===== src/hw/rtl/arpcr_pkg.sv =====
// Shared types and constants of the ARP cache and responder.
`default_nettype none

package arpcr_pkg;

	// Table geometry.
	localparam int TABLE_DEPTH = 16;
	localparam int IDX_W       = $clog2(TABLE_DEPTH);
	localparam int CNT_W       = $clog2(TABLE_DEPTH + 1);

	// Command queue between the front and the back.
	localparam int CMDQ_DEPTH  = 2;
	localparam int CMDQ_PTR_W  = $clog2(CMDQ_DEPTH);
	localparam int CMDQ_CNT_W  = $clog2(CMDQ_DEPTH + 1);

	// ARP header values that a received packet must carry.
	localparam logic [10:0] MIN_ARP_LEN    = 11'd28;
	localparam logic [15:0] HW_TYPE_ETH    = 16'h0001;
	localparam logic [15:0] PROTO_IPV4     = 16'h0800;
	localparam logic [7:0]  HW_ADDR_LEN    = 8'd6;
	localparam logic [7:0]  PROTO_ADDR_LEN = 8'd4;
	localparam logic [15:0] ARPOP_REQ      = 16'h0001;

	// Reset value of the local IP register (10.0.2.15).
	localparam logic [31:0] LOCAL_IP_RESET = 32'h0A00020F;

	// Configuration register indexes.
	localparam int CFG_IDX_W = 1;
	typedef enum logic [CFG_IDX_W-1:0] {
		REG_LOCAL_IP  = 1'b0,
		REG_LOCAL_MAC = 1'b1
	} cfg_reg_t;

	// Operation codes of an input word.
	typedef enum logic [1:0] {
		OP_RX     = 2'd0,
		OP_LOOKUP = 2'd1,
		OP_ADD    = 2'd2
	} op_t;

	// Command class decided by the front.
	typedef enum logic [1:0] {
		K_NOP,
		K_LEARN,
		K_LOOKUP,
		K_ADD
	} cmd_kind_t;

	// Input word.
	typedef struct packed {
		logic [1:0]  operation;
		logic [10:0] packet_length;
		logic [15:0] hw_type;
		logic [15:0] proto_type;
		logic [7:0]  hw_len;
		logic [7:0]  proto_len;
		logic [15:0] arp_opcode;
		logic [31:0] src_ip;
		logic [31:0] dst_ip;
		logic [47:0] peer_mac;
		logic [31:0] query_ip;
	} in_t;

	// Result word.
	typedef struct packed {
		logic        accepted;
		logic        hit;
		logic [47:0] found_mac;
		logic        send_reply;
		logic [47:0] reply_dest_mac;
		logic [31:0] reply_dst_ip;
		logic [31:0] reply_src_ip;
	} res_t;

	// Classified command passed from the front to the back.
	typedef struct packed {
		cmd_kind_t   kind;
		logic [31:0] key_ip;
		logic [47:0] mac;
		logic        send_reply;
		logic [31:0] reply_dst_ip;
		logic [31:0] reply_src_ip;
	} cmd_t;

	// One table entry.
	typedef struct packed {
		logic [31:0] ip;
		logic [47:0] mac;
	} ent_t;

endpackage

`default_nettype wire


===== src/hw/rtl/arpcr_front.sv =====
// Front part: configuration registers, packet validation and command classification.
`default_nettype none

module arpcr_front
	import arpcr_pkg::*;
(
	input  wire logic                 clk,
	input  wire logic                 arst_n,
	input  wire logic                 push,
	output logic                      full,
	input  wire in_t                  in_word,
	input  wire logic                 cfg_valid,
	output logic                      cfg_ready,
	input  wire logic [CFG_IDX_W-1:0] cfg_index,
	input  wire logic [47:0]          cfg_data,
	input  wire logic                 cmdq_full,
	output logic                      cmdq_push,
	output cmd_t                      cmdq_data
);

	logic [31:0] local_ip_q;
	logic        pkt_ok;
	logic        is_request;

	// The register port never stalls.
	assign cfg_ready = 1'b1;

	// Register writes. The own MAC appears in no result word, so its write
	// is taken without storage.
	always_ff @(posedge clk or negedge arst_n) begin
		if (!arst_n) begin
			local_ip_q <= LOCAL_IP_RESET;
		end else if (cfg_valid) begin
			unique case (cfg_reg_t'(cfg_index))
				REG_LOCAL_IP: begin
					local_ip_q <= cfg_data[31:0];
				end
				REG_LOCAL_MAC: begin
				end
				default: begin
				end
			endcase
		end
	end

	// Header checks of a received packet.
	assign pkt_ok = (in_word.packet_length >= MIN_ARP_LEN)
		&& (in_word.hw_type == HW_TYPE_ETH)
		&& (in_word.proto_type == PROTO_IPV4)
		&& (in_word.hw_len == HW_ADDR_LEN)
		&& (in_word.proto_len == PROTO_ADDR_LEN);
	assign is_request = (in_word.arp_opcode == ARPOP_REQ)
		&& (in_word.dst_ip == local_ip_q);

	// Classify the word into a command for the back part.
	always_comb begin
		cmdq_data = '0;
		cmdq_data.kind = K_NOP;
		cmdq_data.mac  = in_word.peer_mac;
		unique case (in_word.operation)
			OP_RX: begin
				if (pkt_ok) begin
					cmdq_data.kind   = K_LEARN;
					cmdq_data.key_ip = in_word.src_ip;
					if (is_request) begin
						cmdq_data.send_reply   = 1'b1;
						cmdq_data.reply_dst_ip = in_word.src_ip;
						cmdq_data.reply_src_ip = local_ip_q;
					end
				end
			end
			OP_LOOKUP: begin
				cmdq_data.kind   = K_LOOKUP;
				cmdq_data.key_ip = in_word.query_ip;
			end
			OP_ADD: begin
				cmdq_data.kind   = K_ADD;
				cmdq_data.key_ip = in_word.query_ip;
			end
			default: begin
				cmdq_data.kind = K_NOP;
			end
		endcase
	end

	assign full      = cmdq_full;
	assign cmdq_push = push && !cmdq_full;

endmodule

`default_nettype wire


===== src/hw/rtl/arpcr_cmdq.sv =====
// Short command queue between the front and the back.
`default_nettype none

module arpcr_cmdq
	import arpcr_pkg::*;
(
	input  wire logic clk,
	input  wire logic arst_n,
	input  wire logic wr_en,
	input  wire cmd_t wr_data,
	output logic      full,
	input  wire logic rd_en,
	output logic      rd_valid,
	output cmd_t      rd_data
);

	cmd_t                  slot_q [CMDQ_DEPTH];
	logic [CMDQ_PTR_W-1:0] wr_ptr_q;
	logic [CMDQ_PTR_W-1:0] rd_ptr_q;
	logic [CMDQ_CNT_W-1:0] cnt_q;
	logic                  do_wr;
	logic                  do_rd;

	assign full     = (cnt_q == CMDQ_CNT_W'(CMDQ_DEPTH));
	assign rd_valid = (cnt_q != '0);
	assign rd_data  = slot_q[rd_ptr_q];
	assign do_wr    = wr_en && !full;
	assign do_rd    = rd_en && rd_valid;

	// Storage.
	always_ff @(posedge clk) begin
		if (do_wr) begin
			slot_q[wr_ptr_q] <= wr_data;
		end
	end

	// Pointers and fill count.
	always_ff @(posedge clk or negedge arst_n) begin
		if (!arst_n) begin
			wr_ptr_q <= '0;
			rd_ptr_q <= '0;
			cnt_q    <= '0;
		end else begin
			if (do_wr) begin
				wr_ptr_q <= (wr_ptr_q == CMDQ_PTR_W'(CMDQ_DEPTH - 1)) ? '0
					: wr_ptr_q + 1'b1;
			end
			if (do_rd) begin
				rd_ptr_q <= (rd_ptr_q == CMDQ_PTR_W'(CMDQ_DEPTH - 1)) ? '0
					: rd_ptr_q + 1'b1;
			end
			if (do_wr && !do_rd) begin
				cnt_q <= cnt_q + 1'b1;
			end else if (do_rd && !do_wr) begin
				cnt_q <= cnt_q - 1'b1;
			end
		end
	end

endmodule

`default_nettype wire


===== src/hw/rtl/arpcr_back.sv =====
// Back part: sequential table search, entry update and the result register.
`default_nettype none

module arpcr_back
	import arpcr_pkg::*;
(
	input  wire logic clk,
	input  wire logic arst_n,
	input  wire logic cmd_valid,
	input  wire cmd_t cmd_data,
	output logic      cmd_pop,
	output logic      empty,
	input  wire logic pop,
	output res_t      res_word
);

	typedef enum logic [1:0] {
		S_IDLE,
		S_SCAN,
		S_FINISH
	} state_t;

	state_t           state_q;
	cmd_t             cmd_q;
	logic [CNT_W-1:0] rd_idx_q;
	logic             rd_vld_s1;
	logic [IDX_W-1:0] cmp_idx_s1;
	ent_t             rd_data_s1;
	logic             hit_q;
	logic [IDX_W-1:0] slot_q;
	logic [47:0]      mac_q;
	logic [CNT_W-1:0] cnt_q;
	logic [IDX_W-1:0] ptr_q;
	res_t             res_q;
	logic             res_vld_q;

	ent_t             tbl_mem [TABLE_DEPTH];

	logic             issue;
	logic             match;
	logic             scan_done;
	logic             fin_go;
	logic             store;
	logic             tbl_full;
	logic [IDX_W-1:0] wr_addr;
	res_t             res_next;

	// Scan control: one read issued per cycle, compared in the cycle after.
	assign match     = rd_vld_s1 && (rd_data_s1.ip == cmd_q.key_ip);
	assign issue     = (state_q == S_SCAN) && !match && (rd_idx_q < cnt_q);
	assign scan_done = (state_q == S_SCAN) && !match && !rd_vld_s1
		&& (rd_idx_q == cnt_q);
	assign cmd_pop   = (state_q == S_IDLE) && cmd_valid;

	// Finishing step waits for a free result register.
	assign fin_go   = (state_q == S_FINISH) && (!res_vld_q || pop);
	assign store    = (cmd_q.kind == K_LEARN) || (cmd_q.kind == K_ADD);
	assign tbl_full = (cnt_q == CNT_W'(TABLE_DEPTH));

	// Slot to write: the matching entry, the next free one, or the victim.
	always_comb begin
		priority if (hit_q) begin
			wr_addr = slot_q;
		end else if (!tbl_full) begin
			wr_addr = cnt_q[IDX_W-1:0];
		end else begin
			wr_addr = ptr_q;
		end
	end

	// Result word of the current command.
	always_comb begin
		res_next                = '0;
		res_next.accepted       = (cmd_q.kind == K_LEARN);
		res_next.hit            = (cmd_q.kind == K_LOOKUP) && hit_q;
		res_next.found_mac      = res_next.hit ? mac_q : '0;
		res_next.send_reply     = cmd_q.send_reply;
		res_next.reply_dest_mac = cmd_q.send_reply ? cmd_q.mac : '0;
		res_next.reply_dst_ip   = cmd_q.reply_dst_ip;
		res_next.reply_src_ip   = cmd_q.reply_src_ip;
	end

	// Table memory: one registered read port, one write port.
	always_ff @(posedge clk) begin
		if (issue) begin
			rd_data_s1 <= tbl_mem[rd_idx_q[IDX_W-1:0]];
		end
		if (fin_go && store) begin
			tbl_mem[wr_addr] <= '{ip: cmd_q.key_ip, mac: cmd_q.mac};
		end
	end

	// Sequencer, table bookkeeping and result register.
	always_ff @(posedge clk or negedge arst_n) begin
		if (!arst_n) begin
			state_q    <= S_IDLE;
			cmd_q      <= '0;
			rd_idx_q   <= '0;
			rd_vld_s1  <= 1'b0;
			cmp_idx_s1 <= '0;
			hit_q      <= 1'b0;
			slot_q     <= '0;
			mac_q      <= '0;
			cnt_q      <= '0;
			ptr_q      <= '0;
			res_q      <= '0;
			res_vld_q  <= 1'b0;
		end else begin
			rd_vld_s1 <= issue;
			// A taken result frees the register unless a new one is loaded.
			if (pop && res_vld_q && !fin_go) begin
				res_vld_q <= 1'b0;
			end
			unique case (state_q)
				S_IDLE: begin
					if (cmd_valid) begin
						cmd_q    <= cmd_data;
						rd_idx_q <= '0;
						hit_q    <= 1'b0;
						state_q  <= (cmd_data.kind == K_NOP) ? S_FINISH : S_SCAN;
					end
				end
				S_SCAN: begin
					if (issue) begin
						cmp_idx_s1 <= rd_idx_q[IDX_W-1:0];
						rd_idx_q   <= rd_idx_q + 1'b1;
					end
					if (match) begin
						hit_q   <= 1'b1;
						slot_q  <= cmp_idx_s1;
						mac_q   <= rd_data_s1.mac;
						state_q <= S_FINISH;
					end else if (scan_done) begin
						state_q <= S_FINISH;
					end
				end
				S_FINISH: begin
					if (fin_go) begin
						res_q     <= res_next;
						res_vld_q <= 1'b1;
						if (store && !hit_q) begin
							if (!tbl_full) begin
								cnt_q <= cnt_q + 1'b1;
							end else begin
								ptr_q <= (ptr_q == IDX_W'(TABLE_DEPTH - 1)) ? '0
									: ptr_q + 1'b1;
							end
						end
						state_q <= S_IDLE;
					end
				end
				default: begin
					state_q <= S_IDLE;
				end
			endcase
		end
	end

	assign empty    = !res_vld_q;
	assign res_word = res_q;

`ifndef ASSERT_OFF
	// The fill count never passes the table size.
	a_cnt_bound: assert property (@(posedge clk) disable iff (!arst_n)
		cnt_q <= CNT_W'(TABLE_DEPTH))
		else $error("table fill count exceeds depth");

	// The replacement pointer only moves once the table is full.
	a_ptr_full: assert property (@(posedge clk) disable iff (!arst_n)
		(ptr_q != $past(ptr_q)) |-> ($past(cnt_q) == CNT_W'(TABLE_DEPTH)))
		else $error("replacement pointer moved before table was full");

	// The scan never reads beyond the filled entries.
	a_scan_bound: assert property (@(posedge clk) disable iff (!arst_n)
		issue |-> (rd_idx_q < cnt_q))
		else $error("table scan read an unfilled entry");

	// A new result appears only out of the finishing step.
	a_res_src: assert property (@(posedge clk) disable iff (!arst_n)
		$rose(res_vld_q) |-> ($past(state_q) == S_FINISH))
		else $error("result loaded outside the finishing step");
`endif

endmodule

`default_nettype wire


===== src/hw/rtl/arp_cache_and_responder_unit.sv =====
// Top level of the ARP cache and responder.
//
//   channel   direction  handshake             word
//   input     in         push / full           in_word (in_t)
//   result    out        empty / pop           res_word (res_t)
//   register  in         cfg_valid / cfg_ready cfg_index, cfg_data
//
// A word whose IP is absent is taken as a command, then every filled entry is read in turn
// through the single table read port and compared; last, the table is updated for a learn or
// add and the result register is loaded. A hit ends the scan at the matching slot; with an
// empty table nothing is read. Invalid packets and unused operation codes skip the scan.
// Reset is asynchronous and active low; the table contents are not cleared, only
// the fill count and replacement pointer. A waiting result stalls only the back
// part: the front keeps accepting words into a two-entry command queue.
`default_nettype none

module arp_cache_and_responder_unit
	import arpcr_pkg::*;
(
	input  wire logic                 clk,
	input  wire logic                 arst_n,
	input  wire logic                 push,
	output logic                      full,
	input  wire in_t                  in_word,
	output logic                      empty,
	input  wire logic                 pop,
	output res_t                      res_word,
	input  wire logic                 cfg_valid,
	output logic                      cfg_ready,
	input  wire logic [CFG_IDX_W-1:0] cfg_index,
	input  wire logic [47:0]          cfg_data
);

	logic cmdq_full;
	logic cmdq_push;
	cmd_t cmdq_wdata;
	logic cmdq_pop;
	logic cmdq_valid;
	cmd_t cmdq_rdata;

	// Validation and classification.
	arpcr_front u_front (
		.clk       (clk),
		.arst_n    (arst_n),
		.push      (push),
		.full      (full),
		.in_word   (in_word),
		.cfg_valid (cfg_valid),
		.cfg_ready (cfg_ready),
		.cfg_index (cfg_index),
		.cfg_data  (cfg_data),
		.cmdq_full (cmdq_full),
		.cmdq_push (cmdq_push),
		.cmdq_data (cmdq_wdata)
	);

	// Decoupling queue.
	arpcr_cmdq u_cmdq (
		.clk      (clk),
		.arst_n   (arst_n),
		.wr_en    (cmdq_push),
		.wr_data  (cmdq_wdata),
		.full     (cmdq_full),
		.rd_en    (cmdq_pop),
		.rd_valid (cmdq_valid),
		.rd_data  (cmdq_rdata)
	);

	// Table search, update and result.
	arpcr_back u_back (
		.clk       (clk),
		.arst_n    (arst_n),
		.cmd_valid (cmdq_valid),
		.cmd_data  (cmdq_rdata),
		.cmd_pop   (cmdq_pop),
		.empty     (empty),
		.pop       (pop),
		.res_word  (res_word)
	);

endmodule

`default_nettype wire


===== config.mk =====
export PLATFORM = sky130hd
export DESIGN_NAME = arp_cache_and_responder_unit
export DESIGN_NICKNAME = d
export VERILOG_FILES = /design/src/hw/rtl/arpcr_pkg.sv /design/src/hw/rtl/arpcr_front.sv /design/src/hw/rtl/arpcr_cmdq.sv /design/src/hw/rtl/arpcr_back.sv /design/src/hw/rtl/arp_cache_and_responder_unit.sv
export SDC_FILE = /design/constraint.sdc
export NUM_CORES = 2
export LEC_CHECK = 0
export BUFFER_PORTS_ARGS = -buffer_cell sky130_fd_sc_hd__buf_2
export CORE_ASPECT_RATIO = 0.9
export CORE_MARGIN = 2
export CORE_UTILIZATION = 55
export DETAILED_ROUTE_END_ITERATION = 12
export PLACE_DENSITY_LB_ADDON = 0.3
export SETUP_SLACK_MARGIN = 0.02
export SLEW_MARGIN = 0
export SYNTH_ARGS = -nofsm -noshare
export SYNTH_HDL_FRONTEND = slang
export SYNTH_SLANG_ARGS = --single-unit
export TNS_END_PERCENT = 20

===== constraint.sdc =====
create_clock -name clk -period 7.3 [get_ports clk]
set_clock_uncertainty 0.05 [all_clocks]
set_input_delay 0.73 -clock clk [delete_from_list [all_inputs] [get_ports clk]]
set_output_delay 0.73 -clock clk [all_outputs]
set_load 0.01 [all_outputs]

==> impl_summary.log <==
[metrics] Register-to-Register Setup Slack: roughly 3.2 ns
[metrics] Total Routed Length: between 150000 and 200000 µm
[metrics] overall global routing resource usage: 0.252
[metrics] most area-hungry cell type in the Yosys netlist: sky130_fd_sc_hd__edfxtp_1
[metrics] fin crit period: around 4.1 ns
[metrics] clock transition at the registers of the reported paths: around 0.060 ns
[metrics] type of element capturing the critical path: register
[metrics] Setup TNS Final: 0 ns
[metrics] largest fanout of any net on the critical path: 60
[metrics] number of global-route vias before repair: slightly above 40000
[metrics] overall via count from detail_route: around 40000
[metrics] post-synthesis sequential element count: roughly 2100
[metrics] pwr dens: between 300 and 400 nW/µm²
[metrics] detailed placer's ending HPWL: 98200 µm
[metrics] worst voltage drop across the vdd grid: between 300 and 400 µV
[metrics] share of final-layout standard cells stronger than drive strength 1: 0.268
[metrics] commonest non-fill, non-tap cells in the layout: sky130_fd_sc_hd__edfxtp_1, sky130_fd_sc_hd__nand2_1, sky130_fd_sc_hd__buf_2
[metrics] IO Count: about 440
[metrics] arrival time of the worst setup path: ~4.5 ns
[metrics] cell at the root of the clock tree: sky130_fd_sc_hd__clkbuf_16
[metrics] instance count after placement with tap cells included: 6130
[metrics] CP Capture Point: u_back.tbl_mem[11][21]
[metrics] total number of yosys warnings: 0
[metrics] critical path's slowest cell: sky130_fd_sc_hd__nor2_4
[metrics] count of flip-flops with a built-in enable after synthesis: about 1700
[metrics] global-route congestion overflow total: 0
[metrics] # rows: 131
[metrics] Worst Setup SP: u_back.cnt_q[0]
[metrics] Worst slew margin: 0.196
[metrics] gate family responsible for the most delay along the worst path: simple AND/OR/NAND/NOR gates
[metrics] fin nets: 4792
[metrics] cts bufs inserted: 199
[metrics] buffer depth of the longest clock path: 3
[metrics] count of cells along the worst register-to-register path: 9
[metrics] top flip-flop cell by instance count after synthesis: sky130_fd_sc_hd__edfxtp_1
[metrics] Synth async-reset ratio: 0.203
[metrics] Routability Congestion: ~0.85
[metrics] logic depth of the worst path, buffers included: 9
[metrics] post-synth top area share: 0.633
[metrics] slowest stage delay, CP: 1.00 ns
[metrics] core box area: 142000 µm²
[metrics] cts-stage hold buffer count: 36
[metrics] run status: completed
[metrics] cell-by-cell listing of the critical path: inv_1, ha_1, nor4bb_1, buf_4, mux2i_1, o21ai_0, nand4_1, nor2_4, buf_12
[metrics] startpoint type of the worst setup path: register
[metrics] TritonCTS clock tree: built
[metrics] biggest area contributors in the synthesized netlist: sky130_fd_sc_hd__edfxtp_1, sky130_fd_sc_hd__dfrtp_1, sky130_fd_sc_hd__mux4_2
[metrics] Post-Layout Cell Count: approximately 6500
[metrics] Mean Syn Cell Area: around 20 µm²
[metrics] htree depth: 4
[metrics] critical path start-end classification: register to register
[metrics] final count of negative-setup-slack endpoints: 0
[metrics] most frequent standard cell in the layout excluding fill and tap cells: sky130_fd_sc_hd__edfxtp_1
[metrics] average routed wire per standard cell: around 28 µm
[metrics] growth of design area from synthesis to finish: 14.1%
[metrics] global-route wire length before repair: roughly 270000 µm
[metrics] met3 track demand over resource in global routing: 0.0542
[metrics] TritonRoute pass-1 iters: 6
[metrics] static leakage power: between 0.03 and 0.04 µW
[metrics] Global Route met1 Usage: 0.354
[metrics] distinct cell type count after synthesis: 50
[metrics] slew at the pin closest to its max-slew limit: around 1.2 ns
[metrics] I/O Buffers: 421
[metrics] final worst-path cycle share: 0.567
[metrics] number of max-slew violations in the final report: 0
[metrics] clock tree sinks: 2075
[metrics] buffers inserted during post-CTS setup optimization: 0
[metrics] busiest grt layer: met2
[metrics] class of the tightest hold or removal check: primary input to register
[metrics] Starting Density: 0.554
[metrics] antenna-violating nets left: 0
[metrics] maximum capacitance violations: 0
[metrics] Gates resized, CTS repair: 0
[metrics] number of antenna violations at the first check in global routing: 17
[metrics] data required time of the worst path: slightly below 8 ns
[metrics] number of design-rule violations left by the first detailed-router iteration: 4088
[metrics] post-synthesis instance area: approximately 78000 µm²
[metrics] height of the die: 362 µm
[metrics] sequential fraction of the synthesis area: 0.767
[metrics] worst-case hold slack: just under 0.06 ns
[metrics] clock latency on the worst-skew pair: slightly above 0.8 ns
[metrics] mean number of vias per cell: about 6
[metrics] number of endpoints with negative hold slack in the final report: 0
[metrics] reg-to-reg critical path endpoint: u_back.tbl_mem[11][21]
[metrics] die area: approximately 150000 µm²
[metrics] width of the die: between 400 and 500 µm
[metrics] number of instances in the synthesized netlist: 4009
[metrics] r2r startpoint: u_back.cnt_q[0]
[metrics] Max Clk Rate: 242 MHz
[metrics] largest net degree at the start of global routing: 156
[metrics] routing usage on met2: 0.406
[metrics] number of buffer and inverter stages on the critical path: 3
[metrics] number of design rule violations left after detail routing: 0
[metrics] setup repair after global routing missed its margin: no
[metrics] Net Count, Synth: around 4300
[metal layers]
layer,share of wire,vias to the layer above
li1,-,16800
met1,0.40,21000
met2,0.49,1734
met3,0.089,246
met4,0.022,6
met5,0.00020,-
[worst min-delay path by stage]
stage | startpoint | endpoint | slack [ns] | cells after the start
after floorplan | arst_n | u_back.cmd_q[0] | 0.38 | 0
after global placement | u_back.rd_data_s1[25] | u_back.mac_q[25] | 0.39 | 1
after detailed placement | u_back.res_word[90] | u_back.res_word[90] | 0.40 | 2
after CTS | in_word[56] | u_cmdq.slot_q[0][89] | 0.0003 | 1
after global routing | in_word[61] | u_cmdq.slot_q[0][94] | 0.03 | 1
final | in_word[61] | u_cmdq.slot_q[0][94] | 0.06 | 1
[power breakdown]
part | total (µW) | switching [µW] | internal (µW)
clock | 10100 | 4330 | 5770
combinational | 6630 | 3770 | 2860
sequential | 17500 | 1940 | 15600
[final cells by class]
type	count	area, µm²
antenna	6	15.0
clock buffer	303	5670
clock inverter	73	779
fill	9698	52100
inverter	18	72.6
multi-input combinational	1697	17200
sequential	2075	60200
tap	1862	2330
timing repair buffer	514	3210
[cells by family after synthesis]
family | Yosys count | synth area share
AO/OA/AOI/OAI | 254 | 0.0202
AND/OR/NAND/NOR | 715 | 0.0400
adder cells (fa/ha/maj) | 12 | 0.00191
flip-flops | 2075 | 0.767
multiplexers | 644 | 0.147
other | 1 | 0.0000478
XOR/XNOR | 71 | 0.00793
buffers and inverters | 237 | 0.0150
[sequential cells by signal, summed over array words and instances (netlist names)]
register            cells
u_back.cmd_q          147
u_back.tbl_mem       1280
u_back.cmp_idx_s1       4
u_back.res_word       163
u_back.rd_data_s1      80
u_back.rd_idx_q         5
u_back.cnt_q            5
u_front.local_ip_q     32
u_back.slot_q           4
u_back.state_q          2
u_cmdq.rd_ptr_q         1
u_back.rd_vld_s1        1
u_back.res_vld_q        1
u_cmdq.slot_q         294
u_back.ptr_q            4
u_back.hit_q            1
u_cmdq.cnt_q            2
u_back.mac_q           48
u_cmdq.wr_ptr_q         1
[cell usage after synthesis, types with 2 or more instances]
cell / count
sky130_fd_sc_hd__xor2_1: 34
sky130_fd_sc_hd__a22oi_1: 32
sky130_fd_sc_hd__nor3_1: 6
sky130_fd_sc_hd__a21oi_1: 5
sky130_fd_sc_hd__mux2i_1: 153
sky130_fd_sc_hd__nand2b_1: 6
sky130_fd_sc_hd__buf_6: 22
sky130_fd_sc_hd__nor4_1: 19
sky130_fd_sc_hd__buf_4: 22
sky130_fd_sc_hd__and3_1: 69
sky130_fd_sc_hd__nand3_1: 57
sky130_fd_sc_hd__buf_1: 28
sky130_fd_sc_hd__dfrtp_1: 414
sky130_fd_sc_hd__xnor2_1: 37
sky130_fd_sc_hd__a22o_1: 48
sky130_fd_sc_hd__nor2b_1: 3
sky130_fd_sc_hd__inv_1: 18
sky130_fd_sc_hd__o21a_1: 2
sky130_fd_sc_hd__ha_1: 12
sky130_fd_sc_hd__dfstp_2: 7
sky130_fd_sc_hd__edfxtp_1: 1654
sky130_fd_sc_hd__o21ai_0: 155
sky130_fd_sc_hd__o31ai_1: 3
sky130_fd_sc_hd__or3_1: 2
sky130_fd_sc_hd__mux2_1: 43
sky130_fd_sc_hd__a31oi_1: 2
sky130_fd_sc_hd__mux4_2: 400
sky130_fd_sc_hd__nand2_1: 468
sky130_fd_sc_hd__a21o_1: 2
sky130_fd_sc_hd__nor2_1: 57
sky130_fd_sc_hd__and2_1: 3
sky130_fd_sc_hd__mux2_2: 48
sky130_fd_sc_hd__nor4b_1: 5
sky130_fd_sc_hd__clkbuf_1: 118
sky130_fd_sc_hd__nand4_1: 13
sky130_fd_sc_hd__buf_2: 28
[metrics by stage]
stage,power (µW),worst slack (ns),util,instance area [µm²]
after global placement,24100,2.86,0.584,82700
after detailed placement,24400,2.85,0.584,82700
final,34200,3.16,0.632,89500
after global routing,35700,2.80,0.632,89500
after CTS,34500,2.99,0.632,89500
after floorplan,21700,1.55,-,78500
(Power assumes the default switching activity.)
